$ cat config.mk
export PLATFORM = sky130hd
export DESIGN_NAME = capability_access_checker_core
export DESIGN_NICKNAME = d
export VERILOG_FILES = /design/src/hdl/cac_pkg.sv /design/src/hdl/cac_ctrl.sv /design/src/hdl/cac_dp.sv /design/src/hdl/capability_access_checker_core.sv
export SDC_FILE = /design/constraint.sdc
export NUM_CORES = 2
export LEC_CHECK = 0
export BUFFER_PORTS_ARGS = -buffer_cell sky130_fd_sc_hd__buf_2
export CORE_ASPECT_RATIO = 0.7
export CORE_MARGIN = 2
export CORE_UTILIZATION = 65
export DETAILED_ROUTE_END_ITERATION = 16
export GPL_ROUTABILITY_DRIVEN = 0
export PLACE_DENSITY_LB_ADDON = 0.2
export SETUP_SLACK_MARGIN = 0.2
export SLEW_MARGIN = 20
export SYNTH_ARGS = -nofsm -noshare
export SYNTH_HDL_FRONTEND = slang
export SYNTH_SLANG_ARGS = --single-unit
$ cat constraint.sdc
create_clock -name aclk -period 24.6 [get_ports aclk]
set_clock_uncertainty 0.2 [all_clocks]
set_input_delay 2.46 -clock aclk [delete_from_list [all_inputs] [get_ports aclk]]
set_output_delay 2.46 -clock aclk [all_outputs]
set_load 0.05 [all_outputs]
$ cat src/hdl/cac_pkg.sv
`default_nettype none
package cac_pkg;

    localparam int CAP_SLOTS_DEF    = 16;
    localparam int REGION_SLOTS_DEF = 8;

    localparam int IN_DATA_W  = 240;
    localparam int IN_USER_W  = 2;
    localparam int OUT_DATA_W = 80;
    localparam int SLOT_W     = 4;

    localparam logic [1:0] REQ_GRANT     = 2'd0;
    localparam logic [1:0] REQ_LOAD      = 2'd1;
    localparam logic [1:0] REQ_CHECK_CAP = 2'd2;
    localparam logic [1:0] REQ_CHECK_MEM = 2'd3;

    localparam logic [1:0] STS_OK       = 2'd0;
    localparam logic [1:0] STS_FULL     = 2'd1;
    localparam logic [1:0] STS_INACTIVE = 2'd2;

    localparam logic REG_TOKEN_ACTIVE = 1'b0;

    typedef enum logic [1:0] {
        ST_IDLE,
        ST_CAP,
        ST_REG,
        ST_FIN
    } state_t;

    typedef struct packed {
        logic load;
        logic cap_step;
        logic reg_step;
        logic emit;
    } cmd_t;

    typedef struct packed {
        logic need_cap;
        logic need_reg;
        logic cap_end;
        logic reg_end;
        logic out_free;
    } sts_t;

    function automatic logic [31:0] sat_inc32(input logic [31:0] v);
        return (v == 32'hFFFF_FFFF) ? v : v + 32'd1;
    endfunction

endpackage
`default_nettype wire

$ cat src/hdl/cac_ctrl.sv
`default_nettype none
module cac_ctrl (
    input  wire logic          aclk,
    input  wire logic          aresetn,
    input  wire logic          s_tvalid,
    output logic               s_tready,
    output cac_pkg::cmd_t      cmd,
    input  wire cac_pkg::sts_t sts
);

    cac_pkg::state_t state_reg, state_next;

    always_ff @(posedge aclk) begin
        if (!aresetn) begin
            state_reg <= cac_pkg::ST_IDLE;
        end else begin
            state_reg <= state_next;
        end
    end

    always_comb begin
        state_next = state_reg;
        unique case (state_reg)
            cac_pkg::ST_IDLE: begin
                if (s_tvalid) state_next = cac_pkg::ST_CAP;
            end
            cac_pkg::ST_CAP: begin
                // first cycle after load also lands here; skip when no walk is needed
                if (!sts.need_cap || sts.cap_end) begin
                    state_next = sts.need_reg ? cac_pkg::ST_REG : cac_pkg::ST_FIN;
                end
            end
            cac_pkg::ST_REG: begin
                if (sts.reg_end) state_next = cac_pkg::ST_FIN;
            end
            cac_pkg::ST_FIN: begin
                if (sts.out_free) state_next = cac_pkg::ST_IDLE;
            end
            default: state_next = cac_pkg::ST_IDLE;
        endcase
    end

    always_comb begin
        s_tready     = (state_reg == cac_pkg::ST_IDLE);
        cmd.load     = (state_reg == cac_pkg::ST_IDLE) && s_tvalid;
        cmd.cap_step = (state_reg == cac_pkg::ST_CAP) && sts.need_cap;
        cmd.reg_step = (state_reg == cac_pkg::ST_REG);
        cmd.emit     = (state_reg == cac_pkg::ST_FIN) && sts.out_free;
    end

endmodule
`default_nettype wire

$ cat src/hdl/cac_dp.sv
`default_nettype none
module cac_dp #(
    parameter int CAP_SLOTS    = cac_pkg::CAP_SLOTS_DEF,
    parameter int REGION_SLOTS = cac_pkg::REGION_SLOTS_DEF
) (
    input  wire logic                            aclk,
    input  wire logic                            aresetn,
    input  wire cac_pkg::cmd_t                   cmd,
    output cac_pkg::sts_t                        sts,
    input  wire logic                            token_active,
    input  wire logic [cac_pkg::IN_USER_W-1:0]   s_tuser,
    input  wire logic [cac_pkg::IN_DATA_W-1:0]   s_tdata,
    output logic                                 m_tvalid,
    input  wire logic                            m_tready,
    output logic [cac_pkg::OUT_DATA_W-1:0]       m_tdata
);

    localparam int CW  = $clog2(CAP_SLOTS + 1);
    localparam int CIW = (CAP_SLOTS > 1) ? $clog2(CAP_SLOTS) : 1;
    localparam int RW  = $clog2(REGION_SLOTS + 1);
    localparam int RIW = (REGION_SLOTS > 1) ? $clog2(REGION_SLOTS) : 1;

    // unpack request
    logic [1:0]  in_req;
    logic [15:0] in_mask, in_res;
    logic [31:0] in_limit, in_len;
    logic [47:0] in_expiry, in_addr, in_now;
    assign in_req    = s_tuser[1:0];
    assign in_mask   = s_tdata[15:0];
    assign in_res    = s_tdata[31:16];
    assign in_limit  = s_tdata[63:32];
    assign in_expiry = s_tdata[111:64];
    assign in_addr   = s_tdata[159:112];
    assign in_len    = s_tdata[191:160];
    assign in_now    = s_tdata[239:192];

    // tables
    logic [CAP_SLOTS-1:0] cap_live_reg;
    logic [15:0]          cap_tmask_reg  [CAP_SLOTS];
    logic [15:0]          cap_res_reg    [CAP_SLOTS];
    logic [31:0]          cap_limit_reg  [CAP_SLOTS];
    logic [31:0]          cap_uses_reg   [CAP_SLOTS];
    logic [47:0]          cap_expiry_reg [CAP_SLOTS];
    logic [CW-1:0]        cap_fill_reg;

    logic [47:0]          reg_base_reg [REGION_SLOTS];
    logic [31:0]          reg_len_reg  [REGION_SLOTS];
    logic [15:0]          reg_perm_reg [REGION_SLOTS];
    logic [RW-1:0]        reg_fill_reg;

    logic [31:0] viol_reg, total_reg;

    // per-request working registers
    logic [1:0]  req_reg;
    logic [15:0] mask_reg, cres_reg;
    logic [47:0] addr_reg, now_reg;
    logic [31:0] len_reg;
    logic [CW-1:0]  cap_idx_reg;
    logic [RW-1:0]  reg_idx_reg;
    logic [CIW-1:0] cslot_reg;
    logic [RIW-1:0] rslot_reg;
    logic [CIW-1:0] wslot_reg;
    logic           by_cap_reg, by_reg_reg;
    logic [1:0]     status_reg;
    logic           need_cap_reg, need_reg_reg;
    logic           m_valid_reg;
    logic [cac_pkg::OUT_DATA_W-1:0] m_data_reg;

    // capability walk evaluation
    logic [CIW-1:0] ci;
    logic           c_in_range, c_expired, c_match, c_hit, c_over;
    assign ci         = cap_idx_reg[CIW-1:0];
    assign c_in_range = cap_idx_reg < CW'(CAP_SLOTS) && cap_idx_reg < cap_fill_reg;
    assign c_expired  = (cap_expiry_reg[ci] != 48'd0) && (now_reg > cap_expiry_reg[ci]);
    assign c_match    = ((cap_tmask_reg[ci] & mask_reg) != 16'd0) &&
                        (cres_reg == 16'd0 || cap_res_reg[ci] == 16'd0 ||
                         cap_res_reg[ci] == cres_reg);
    assign c_hit      = c_in_range && cap_live_reg[ci] && !c_expired && c_match;
    assign c_over     = (cap_limit_reg[ci] != 32'd0) && (cap_uses_reg[ci] >= cap_limit_reg[ci]);

    // region walk evaluation: base <= addr and addr + len <= base + rlen, no wrap
    logic [RIW-1:0] ri;
    logic           r_in_range, r_hit;
    logic [48:0]    r_end_acc, r_end_reg;
    assign ri         = reg_idx_reg[RIW-1:0];
    assign r_in_range = reg_idx_reg < RW'(REGION_SLOTS) && reg_idx_reg < reg_fill_reg;
    assign r_end_acc  = {1'b0, addr_reg} + {17'd0, len_reg};
    assign r_end_reg  = {1'b0, reg_base_reg[ri]} + {17'd0, reg_len_reg[ri]};
    assign r_hit      = r_in_range && ((reg_perm_reg[ri] & mask_reg) != 16'd0) &&
                        (addr_reg >= reg_base_reg[ri]) && (r_end_acc <= r_end_reg);

    always_comb begin
        sts.need_cap = need_cap_reg;
        sts.need_reg = need_reg_reg;
        sts.cap_end  = !c_in_range || c_hit;
        sts.reg_end  = !r_in_range || r_hit;
        sts.out_free = !m_valid_reg || m_tready;
    end

    // table storage and counters
    always_ff @(posedge aclk) begin
        if (!aresetn) begin
            cap_live_reg <= '0;
            cap_fill_reg <= '0;
            reg_fill_reg <= '0;
            viol_reg     <= '0;
            total_reg    <= '0;
        end else begin
            if (cmd.load) begin
                if (in_req == cac_pkg::REQ_GRANT && token_active &&
                    cap_fill_reg < CW'(CAP_SLOTS)) begin
                    cap_live_reg[cap_fill_reg[CIW-1:0]] <= 1'b1;
                    cap_fill_reg <= cap_fill_reg + CW'(1);
                end
                if (in_req == cac_pkg::REQ_LOAD && reg_fill_reg < RW'(REGION_SLOTS)) begin
                    reg_fill_reg <= reg_fill_reg + RW'(1);
                end
                if (in_req[1] && token_active) total_reg <= cac_pkg::sat_inc32(total_reg);
            end
            if (cmd.cap_step) begin
                if (c_in_range && cap_live_reg[ci] && c_expired) cap_live_reg[ci] <= 1'b0;
                // no entry found, or entry over its limit
                if (!c_in_range || (c_hit && c_over)) viol_reg <= cac_pkg::sat_inc32(viol_reg);
            end
        end
    end

    always_ff @(posedge aclk) begin
        if (cmd.load && in_req == cac_pkg::REQ_GRANT && token_active &&
            cap_fill_reg < CW'(CAP_SLOTS)) begin
            cap_tmask_reg[cap_fill_reg[CIW-1:0]]  <= in_mask;
            cap_res_reg[cap_fill_reg[CIW-1:0]]    <= in_res;
            cap_limit_reg[cap_fill_reg[CIW-1:0]]  <= in_limit;
            cap_expiry_reg[cap_fill_reg[CIW-1:0]] <= in_expiry;
            cap_uses_reg[cap_fill_reg[CIW-1:0]]   <= 32'd0;
        end else if (cmd.cap_step && c_hit && cap_limit_reg[ci] != 32'd0) begin
            cap_uses_reg[ci] <= cac_pkg::sat_inc32(cap_uses_reg[ci]);
        end
        if (cmd.load && in_req == cac_pkg::REQ_LOAD && reg_fill_reg < RW'(REGION_SLOTS)) begin
            reg_base_reg[reg_fill_reg[RIW-1:0]] <= in_addr;
            reg_len_reg[reg_fill_reg[RIW-1:0]]  <= in_len;
            reg_perm_reg[reg_fill_reg[RIW-1:0]] <= in_mask;
        end
    end

    // request working state
    always_ff @(posedge aclk) begin
        if (!aresetn) begin
            need_cap_reg <= 1'b0;
            need_reg_reg <= 1'b0;
        end else if (cmd.load) begin
            need_cap_reg <= in_req[1] && token_active;
            need_reg_reg <= (in_req == cac_pkg::REQ_CHECK_MEM) && (in_addr != 48'd0);
        end
    end

    always_ff @(posedge aclk) begin
        if (cmd.load) begin
            req_reg       <= in_req;
            mask_reg      <= in_mask;
            cres_reg      <= (in_req == cac_pkg::REQ_CHECK_CAP) ? in_res : 16'd0;
            addr_reg      <= in_addr;
            len_reg       <= in_len;
            now_reg       <= in_now;
            cap_idx_reg   <= '0;
            reg_idx_reg   <= '0;
            cslot_reg     <= '0;
            rslot_reg     <= '0;
            by_cap_reg    <= 1'b0;
            by_reg_reg    <= 1'b0;
            wslot_reg     <= '0;
            status_reg    <= cac_pkg::STS_OK;
            if (in_req == cac_pkg::REQ_GRANT) begin
                if (!token_active) status_reg <= cac_pkg::STS_INACTIVE;
                else if (cap_fill_reg >= CW'(CAP_SLOTS)) status_reg <= cac_pkg::STS_FULL;
                else wslot_reg <= cap_fill_reg[CIW-1:0];
            end else if (in_req == cac_pkg::REQ_LOAD) begin
                if (reg_fill_reg >= RW'(REGION_SLOTS)) status_reg <= cac_pkg::STS_FULL;
            end else if (!token_active) begin
                status_reg <= cac_pkg::STS_INACTIVE;
            end
        end
        if (cmd.cap_step) begin
            cap_idx_reg <= cap_idx_reg + CW'(1);
            if (c_hit) begin
                cslot_reg  <= ci;
                by_cap_reg <= !c_over;
            end
        end
        if (cmd.reg_step) begin
            reg_idx_reg <= reg_idx_reg + RW'(1);
            if (r_hit) begin
                rslot_reg  <= ri;
                by_reg_reg <= 1'b1;
            end
        end
    end

    // region load slot is the old fill count, known only for loads
    logic [RIW-1:0] lslot_reg;
    always_ff @(posedge aclk) begin
        if (cmd.load) lslot_reg <= (reg_fill_reg < RW'(REGION_SLOTS)) ?
                                   reg_fill_reg[RIW-1:0] : '0;
    end

    // result slot, low four bits
    logic [CIW+3:0] cslot_w, wslot_w;
    logic [RIW+3:0] rslot_w, lslot_w;
    logic [3:0]     slot;
    assign cslot_w = {4'd0, cslot_reg};
    assign wslot_w = {4'd0, wslot_reg};
    assign rslot_w = {4'd0, rslot_reg};
    assign lslot_w = {4'd0, lslot_reg};

    always_comb begin
        priority if (req_reg == cac_pkg::REQ_GRANT) slot = wslot_w[3:0];
        else if (req_reg == cac_pkg::REQ_LOAD) slot = lslot_w[3:0];
        else if (by_cap_reg || !by_reg_reg) slot = cslot_w[3:0];
        else slot = rslot_w[3:0];
    end

    always_ff @(posedge aclk) begin
        if (!aresetn) begin
            m_valid_reg <= 1'b0;
        end else if (cmd.emit) begin
            m_valid_reg <= 1'b1;
        end else if (m_tready) begin
            m_valid_reg <= 1'b0;
        end
    end

    always_ff @(posedge aclk) begin
        if (cmd.emit) begin
            m_data_reg <= {7'd0, total_reg, viol_reg, slot, status_reg,
                           by_reg_reg, by_cap_reg, by_cap_reg | by_reg_reg};
        end
    end

    assign m_tvalid = m_valid_reg;
    assign m_tdata  = m_data_reg;

endmodule
`default_nettype wire

$ cat src/hdl/capability_access_checker_core.sv
`default_nettype none
// Capability access checker.
// Input channel (s_): one request per handshake. s_tuser carries the request
// kind (grant capability, load region, check capability, check memory access),
// s_tdata the operands. Output channel (m_): exactly one result per request,
// in order: granted, by_capability, by_region, status, matched_slot and the
// saturating violation and check totals.
// Configuration: APB register 0 (address 0) holds token_active, reset 1.
// Sequence: a grant or load passes through the capability and finish states
// without a walk. A check visits capability entries in turn, the probe past
// the last filled entry included (up to CAP_SLOTS+1; the walk is skipped
// while the token is inactive), then region entries (up to REGION_SLOTS+1)
// for a memory check with a nonzero address, and then emits its result. The
// next request is accepted in the same cycle as the result appears in the
// output register.
// One request is in flight at a time; s_tready is high while the controller
// waits for a request, also while a result sits in the output register.
// If the receiver stalls, the result holds in the output register and the
// next request is walked; its result waits until the register frees.
// Reset empties both tables, clears counters and sets token_active.
module capability_access_checker_core #(
    parameter int CAP_SLOTS    = cac_pkg::CAP_SLOTS_DEF,
    parameter int REGION_SLOTS = cac_pkg::REGION_SLOTS_DEF
) (
    input  wire logic                              aclk,
    input  wire logic                              aresetn,
    // req_type[1:0]
    input  wire logic [cac_pkg::IN_USER_W-1:0]     s_tuser,
    // type_mask[15:0] resource_id[31:16] use_limit[63:32] expiry[111:64]
    // address[159:112] length[191:160] now[239:192]
    input  wire logic [cac_pkg::IN_DATA_W-1:0]     s_tdata,
    input  wire logic                              s_tvalid,
    output logic                                   s_tready,
    // granted[0] by_capability[1] by_region[2] status[4:3] matched_slot[8:5]
    // violation_total[40:9] access_total[72:41], zero pad [79:73]
    output logic [cac_pkg::OUT_DATA_W-1:0]         m_tdata,
    output logic                                   m_tvalid,
    input  wire logic                              m_tready,
    input  wire logic                              psel,
    input  wire logic                              penable,
    input  wire logic                              pwrite,
    input  wire logic [2:0]                        paddr,
    input  wire logic [31:0]                       pwdata,
    output logic [31:0]                            prdata,
    output logic                                   pready
);

    logic          token_reg;
    cac_pkg::cmd_t cmd;
    cac_pkg::sts_t sts;

    // register write on the APB access phase
    assign pready = 1'b1;
    always_ff @(posedge aclk) begin
        if (!aresetn) begin
            token_reg <= 1'b1;
        end else if (psel && penable && pwrite && pready &&
                     paddr[2] == cac_pkg::REG_TOKEN_ACTIVE) begin
            token_reg <= pwdata[0];
        end
    end
    assign prdata = (paddr[2] == cac_pkg::REG_TOKEN_ACTIVE) ? {31'd0, token_reg} : 32'd0;

    cac_ctrl u_ctrl (
        .aclk     (aclk),
        .aresetn  (aresetn),
        .s_tvalid (s_tvalid),
        .s_tready (s_tready),
        .cmd      (cmd),
        .sts      (sts)
    );

    cac_dp #(
        .CAP_SLOTS    (CAP_SLOTS),
        .REGION_SLOTS (REGION_SLOTS)
    ) u_dp (
        .aclk         (aclk),
        .aresetn      (aresetn),
        .cmd          (cmd),
        .sts          (sts),
        .token_active (token_reg),
        .s_tuser      (s_tuser),
        .s_tdata      (s_tdata),
        .m_tvalid     (m_tvalid),
        .m_tready     (m_tready),
        .m_tdata      (m_tdata)
    );

    // granted is exactly the OR of its two sources
    a_grant_src: assert property (@(posedge aclk) disable iff (!aresetn)
        m_tvalid |-> (m_tdata[0] == (m_tdata[1] | m_tdata[2])))
        else $error("granted does not match its sources");

    // an inactive token never lets a capability grant
    a_inactive_cap: assert property (@(posedge aclk) disable iff (!aresetn)
        (m_tvalid && m_tdata[4:3] == cac_pkg::STS_INACTIVE) |-> !m_tdata[1])
        else $error("capability grant while token inactive");

    // status code three is never produced
    a_status_code: assert property (@(posedge aclk) disable iff (!aresetn)
        m_tvalid |-> (m_tdata[4:3] != 2'd3))
        else $error("undefined status code");

    // violation count never decreases
    a_viol_mono: assert property (@(posedge aclk) disable iff (!aresetn)
        (m_tvalid && $past(m_tvalid) && $past(aresetn) && $past(aresetn, 2)) |->
        (m_tdata[40:9] >= $past(m_tdata[40:9])))
        else $error("violation total went down");

endmodule
`default_nettype wire
Word level (Yosys, flattened, before mapping)
Memories as Yosys holds them, arrays and structs flattened. A register that Yosys moved wholly into a read port is not among the register bits.
Cells that the tools add are included.

word-level totals
  memories kept = 8
  bits in registers = 357
  bits in writable memories = 3072
  logic and storage cells = 217
  output and inout port bits = 115
  bits of input ports = 284

cells by class
  bitwise operators = 11
  $lt $le $gt $ge = 16
  $add $sub $neg = 9
  equal/unequal tests = 15
  multiplexer cells = 64
  reduce and logical (&&, ||, !) cells = 68

memory list
  name                 words  bits a word  rd ports  clocked after memory_dff  write ports  RTL line      text
  u_dp.cap_expiry_reg  16     48           1         1                         1            cac_dp.sv:43  logic [47:0] cap_expiry_reg [CAP_SLOTS];
  u_dp.cap_limit_reg   16     32           1         1                         1            cac_dp.sv:41  logic [31:0] cap_limit_reg [CAP_SLOTS];
  u_dp.cap_uses_reg    16     32           1         1                         1            cac_dp.sv:42  logic [31:0] cap_uses_reg [CAP_SLOTS];
  u_dp.reg_base_reg    8      48           1         1                         1            cac_dp.sv:46  logic [47:0] reg_base_reg [REGION_SLOTS];
  u_dp.cap_res_reg     16     16           1         1                         1            cac_dp.sv:40  logic [15:0] cap_res_reg [CAP_SLOTS];
  u_dp.cap_tmask_reg   16     16           1         1                         1            cac_dp.sv:39  logic [15:0] cap_tmask_reg [CAP_SLOTS];
  2 more memories      -      -            -         -                         -            -

operator list
  cell                     count
  $add A48 B32 Y49         2
  $add A32 B1 Y32 const B  3
  $eq A32 B32 Y1 const B   3
  $reduce_bool A48 Y1      2
  $mux W16                 5
  $mux W32                 2
  $mux W4                  14
  $le A49 B49 Y1           1
  $and A16 B16 Y16         3
  $ge A48 B48 Y1           1
  $gt A48 B48 Y1           1
  $logic_and A1 B1 Y1      33
  $ge A32 B32 Y1           1
  $logic_not A16 Y1        2
  $reduce_bool A16 Y1      2
  $reduce_bool A32 Y1      1
  $reduce_or A32 Y1        1
  $mux W1                  23
  $mux W3                  6
  $eq A16 B16 Y1           1
  $mux W2                  8
  $not A16 Y16             1
  $or A16 B16 Y16          1
  $add A5 B1 Y5 const B    2
  other kinds (27)         64

Depth between registers and ports, before layout
  depth after elaboration = 12
  mapped depth = 34
  depth with buffers taken out = 27

Hierarchy
From an unflattened synthesis, not the netlist that was laid out.

unflattened totals
  cells, all modules = 7086
  area total of the unflattened synthesis = 139585.1 um2

modules (own cells, without submodules)
  module                          area each (um2)  cells each  sequential area each (um2)  instances
  cac_dp                          139059.6         7023        102007.8                    1
  capability_access_checker_core  320.3            40          20.0                        1
  cac_ctrl                        205.2            23          40.0                        1

Least setup slack after synthesis
OpenSTA, ideal clock, no wires.

  path type = input to register
  start point = in s_tvalid
  end point = mem u_dp.reg_base_reg[0][0], enable pin
  buffers on the path = 1
  slack = 11.629 ns
  data arrival time = 12.102 ns
  library setup time = 0.669 ns
  required time = 23.731 ns
  stages on the path = 6
  cell sequence = nand2_1 -> clkinv_1 -> and4_1 -> clkbuf_1 -> nand2_1 -> nor3_1

RTL lines
  item                RTL line                              text
  start: declaration  capability_access_checker_core.sv:32  input wire logic s_tvalid,
  end: declaration    cac_dp.sv:46

==> key figures <==
Timing
  • FMAX: 97.4 MHz
  • Worst-Margin Slew: around 1.3 ns
  • Period minus WS final: slightly above 10 ns
  • Slew margin rel.: 0.148
  • Crit share post-route: 0.417
  • Final setup vio count: 0
  • RSZ-0062 raised after global routing: false
  • Final Hold Fails: 0
  • Slew Viols, Final: 0
  • Setup TNS: 0 ns

Critical path
  • Critical Path Start Type: flip-flop
  • Crit-path slowest cell: a2111oi_0
  • CP max FO: 80
  • Worst setup endpoint: u_ctrl.state_reg[0]$_SDFFE_PN0P_
  • Endpoint class of the critical path: flip-flop
  • Worst r2r path cells: 29
  • Arr. time, crit path: about 11 ns
  • Largest stage delay on the critical path: 0.89 ns
  • Critical Path RT: between 20 and 30 ns
  • R2R Setup Slk: between 10 and 15 ns
  • CP Class: flip-flop to flip-flop
  • Reg2reg end: u_ctrl.state_reg[0]$_SDFFE_PN0P_

Floorplan
  • Rows: 141
  • Die area: 218000 sq um
  • Core area: 212000 sq um
  • Initial core utilization: 0.657
  • Die extent in y: a little under 400 microns
  • Die width: 557 microns
  • I/O pin count: about 400

Route
  • Vias: 73600
  • Vias per cell: roughly 7.0
  • Remaining DRCs: 0
  • Drt initial violations: 10800
  • DR WL/cell: 32.1 microns
  • Pre-Repair DR Iteration Count: 6
  • Antenna viol nets, final: 0
  • Final wirelength: 339000 microns

Synth
  • Seq/Total Area, Yosys: 0.734
  • Largest area contributor in the netlist: edfxtp_1
  • Post-synth EDFFs: 3325
  • Flops & latches, synth: 3436
  • Synth Area in Simple Gates: 0.0343
  • Most numerous cell in the Yosys netlist: edfxtp_1
  • Synth Area in XOR/XNOR: 0.0105
  • Synth Area in Compound Gates: 0.0361
  • Syn Std Cell Area: ~140000 sq um
  • Synth Flop Type: edfxtp_1
  • Async S/R FF share, synth: 0
  • Mean Syn Cell Area: 19.8 sq um
  • Largest family of logic cells by synthesized area: multiplexers
  • Post-Synth Adder-Cell Area: 0.0242
  • Mux contribution to synthesized area: 0.144
  • Yosys Warn Count: 0
  • Share of the synthesized area in the top cell type: 0.718
  • Synthesized instance count: 7019
  • Netlist cell types: 86
  • Most frequent cells after synthesis: edfxtp_1, mux4_2, ha_1
  • Synth area leaders: edfxtp_1, mux4_2, ha_1

Final layout
  • Layout area overhead: 11.2%
  • Share of cells above drive strength 1: 0.244
  • Post-Layout Cell Count: ~11000
  • Storage cell area: around 100000 sq um
  • Fillers: approximately 12000
  • Fin nets: 8073
  • Largest register FFs: 768
  • Area occupied by multi-input gates: 35400 sq um

Min path
  • Hold WC Path Type: flip-flop to flip-flop
  • Worst Hold Launch: u_dp.need_reg_reg$_SDFFE_PN0P_

Power and ir drop
  • Peak supply drop: ~0.079 mV
  • P per Cell Area: 109 nW/um^2
  • Pleak: 50.5 nW

GRT
  • Initial antenna violation count: 59
  • First-pass GRT wire length: just under 500000 microns
  • Total global-route track usage: 0.314
  • Grt ovf: 0
  • Vias in the first global route: around 73000
  • Largest net degree at the start of global routing: 110

Clock network
  • Max clock buf depth: 4
  • # hold bufs at CTS: 0
  • CTS Sinks: 3436
  • Post-CTS setup buffer count: 0
  • Root Driver: clkbuf_16
  • Clock transition at path regs: 0.06 ns
  • CTS buffer count: 314
  • CTS tree: built
  • Worst skew pair latency: about 0.88 ns
  • Post-CTS resize count: 0
  • Total number of H-tree levels: 5

Place
  • DP HPWL: 193000 microns
  • Port Buffers: around 330
  • Placed insts: 9991

Outcome
  • Run status: complete, no violations

Flow run
  • Max Cap Violations: 0
## metal layers
metal	part of all wire	global-route usage
met1	0.39	0.478
met2	0.45	0.464
met3	0.13	0.0759
met4	0.027	0.0834
met5	0.00062	0
## final cells by class
class | instances | share of cell area
antenna | 26 | 0.000421
inverter | 115 | 0.00288
sequential | 3436 | 0.660
multi-input combinational | 3184 | 0.229
timing repair buffer | 470 | 0.0188
tap | 2788 | 0.0226
clock inverter | 187 | 0.0127
clock buffer | 377 | 0.0534
## placed cells by master, fill, tap and decap left out, types with 36 or more instances in the layout
cell type | Yosys | routed
edfxtp_1 | 3325 | 3325
mux4_2 | 766 | 766
buf_2 | 73 | 328
clkbuf_16 | 0 | 321
ha_1 | 266 | 266
nand2_1 | 241 | 241
nor2_1 | 239 | 215
mux2i_1 | 177 | 177
a21oi_1 | 164 | 163
buf_4 | 90 | 127
inv_1 | 112 | 110
dfxtp_1 | 111 | 104
xnor2_1 | 95 | 95
a21o_1 | 93 | 93
mux2_2 | 91 | 91
o21ai_0 | 89 | 89
xor2_1 | 72 | 72
nand4_1 | 69 | 69
nand3_1 | 68 | 68
clkinv_1 | 1 | 60
clkinv_2 | 0 | 56
clkbuf_1 | 94 | 54
nor4_1 | 53 | 50
and2_1 | 44 | 43
a221oi_1 | 44 | 41
conb_1 | 2 | 39
o22ai_1 | 38 | 38
a22o_1 | 37 | 37
bufinv_16 | 0 | 36
## metrics by stage
step           setup slack (ns)  hold WS [ns]  power [mW]  utilization  cell area (sq um)
6_report                  14.33         0.261        16.8        0.730             155000
3_5_place_dp              14.53         0.247        11.8        0.681             144000
2_1_floorplan             11.63         0.200        10.4            -             139000
5_1_grt                   13.71         0.278        17.4        0.730             155000
4_1_cts                   14.48         0.263        16.8        0.730             154000
3_3_place_gp              14.64         0.244        11.7        0.681             144000
## critical path: cells and delay by family (launching register included)
family                     cells  cell delay, ns
DFF                            1            0.35
buffers and inverters          4            1.51
xor gates and xnor gates       1            0.17
AOI/OAI and AO/OA             13            4.34
adders and majority gates      2            0.60
muxes                          2            0.85
and+or+nand+nor                7            1.93
## how the worst min path moves through the flow
stage	end	slack [ns]	cells past startpoint
after floorplan	u_dp.m_tdata[3]$_DFFE_PP_	0.20	0
after global placement	u_dp.m_tdata[40]$_DFFE_PP_	0.24	0
after detailed placement	u_dp.m_tdata[4]$_DFFE_PP_	0.25	0
after CTS	u_dp.need_reg_reg$_SDFFE_PN0P_	0.26	2
after global routing	u_dp.m_tdata[4]$_DFFE_PP_	0.28	0
final	u_dp.need_reg_reg$_SDFFE_PN0P_	0.26	2
## cell families (layout without fill, tap and decap cells)
kind of cell,after synthesis,after routing
other,2,65
buffers and inverters,436,1149
DFF,3436,3436
muxes,1035,1035
AOI/OAI and AO/OA,721,721
and+or+nand+nor,954,954
xor gates and xnor gates,167,167
adders and majority gates,268,268
## report_power, final
part	switching [mW]	total (mW)	internal (mW)
Combinational	3.05	5.19	2.14
Clock	2.13	4.92	2.79
Sequential	0.132	6.71	6.57
No activity file was read; power rests on OpenSTA's default activity.
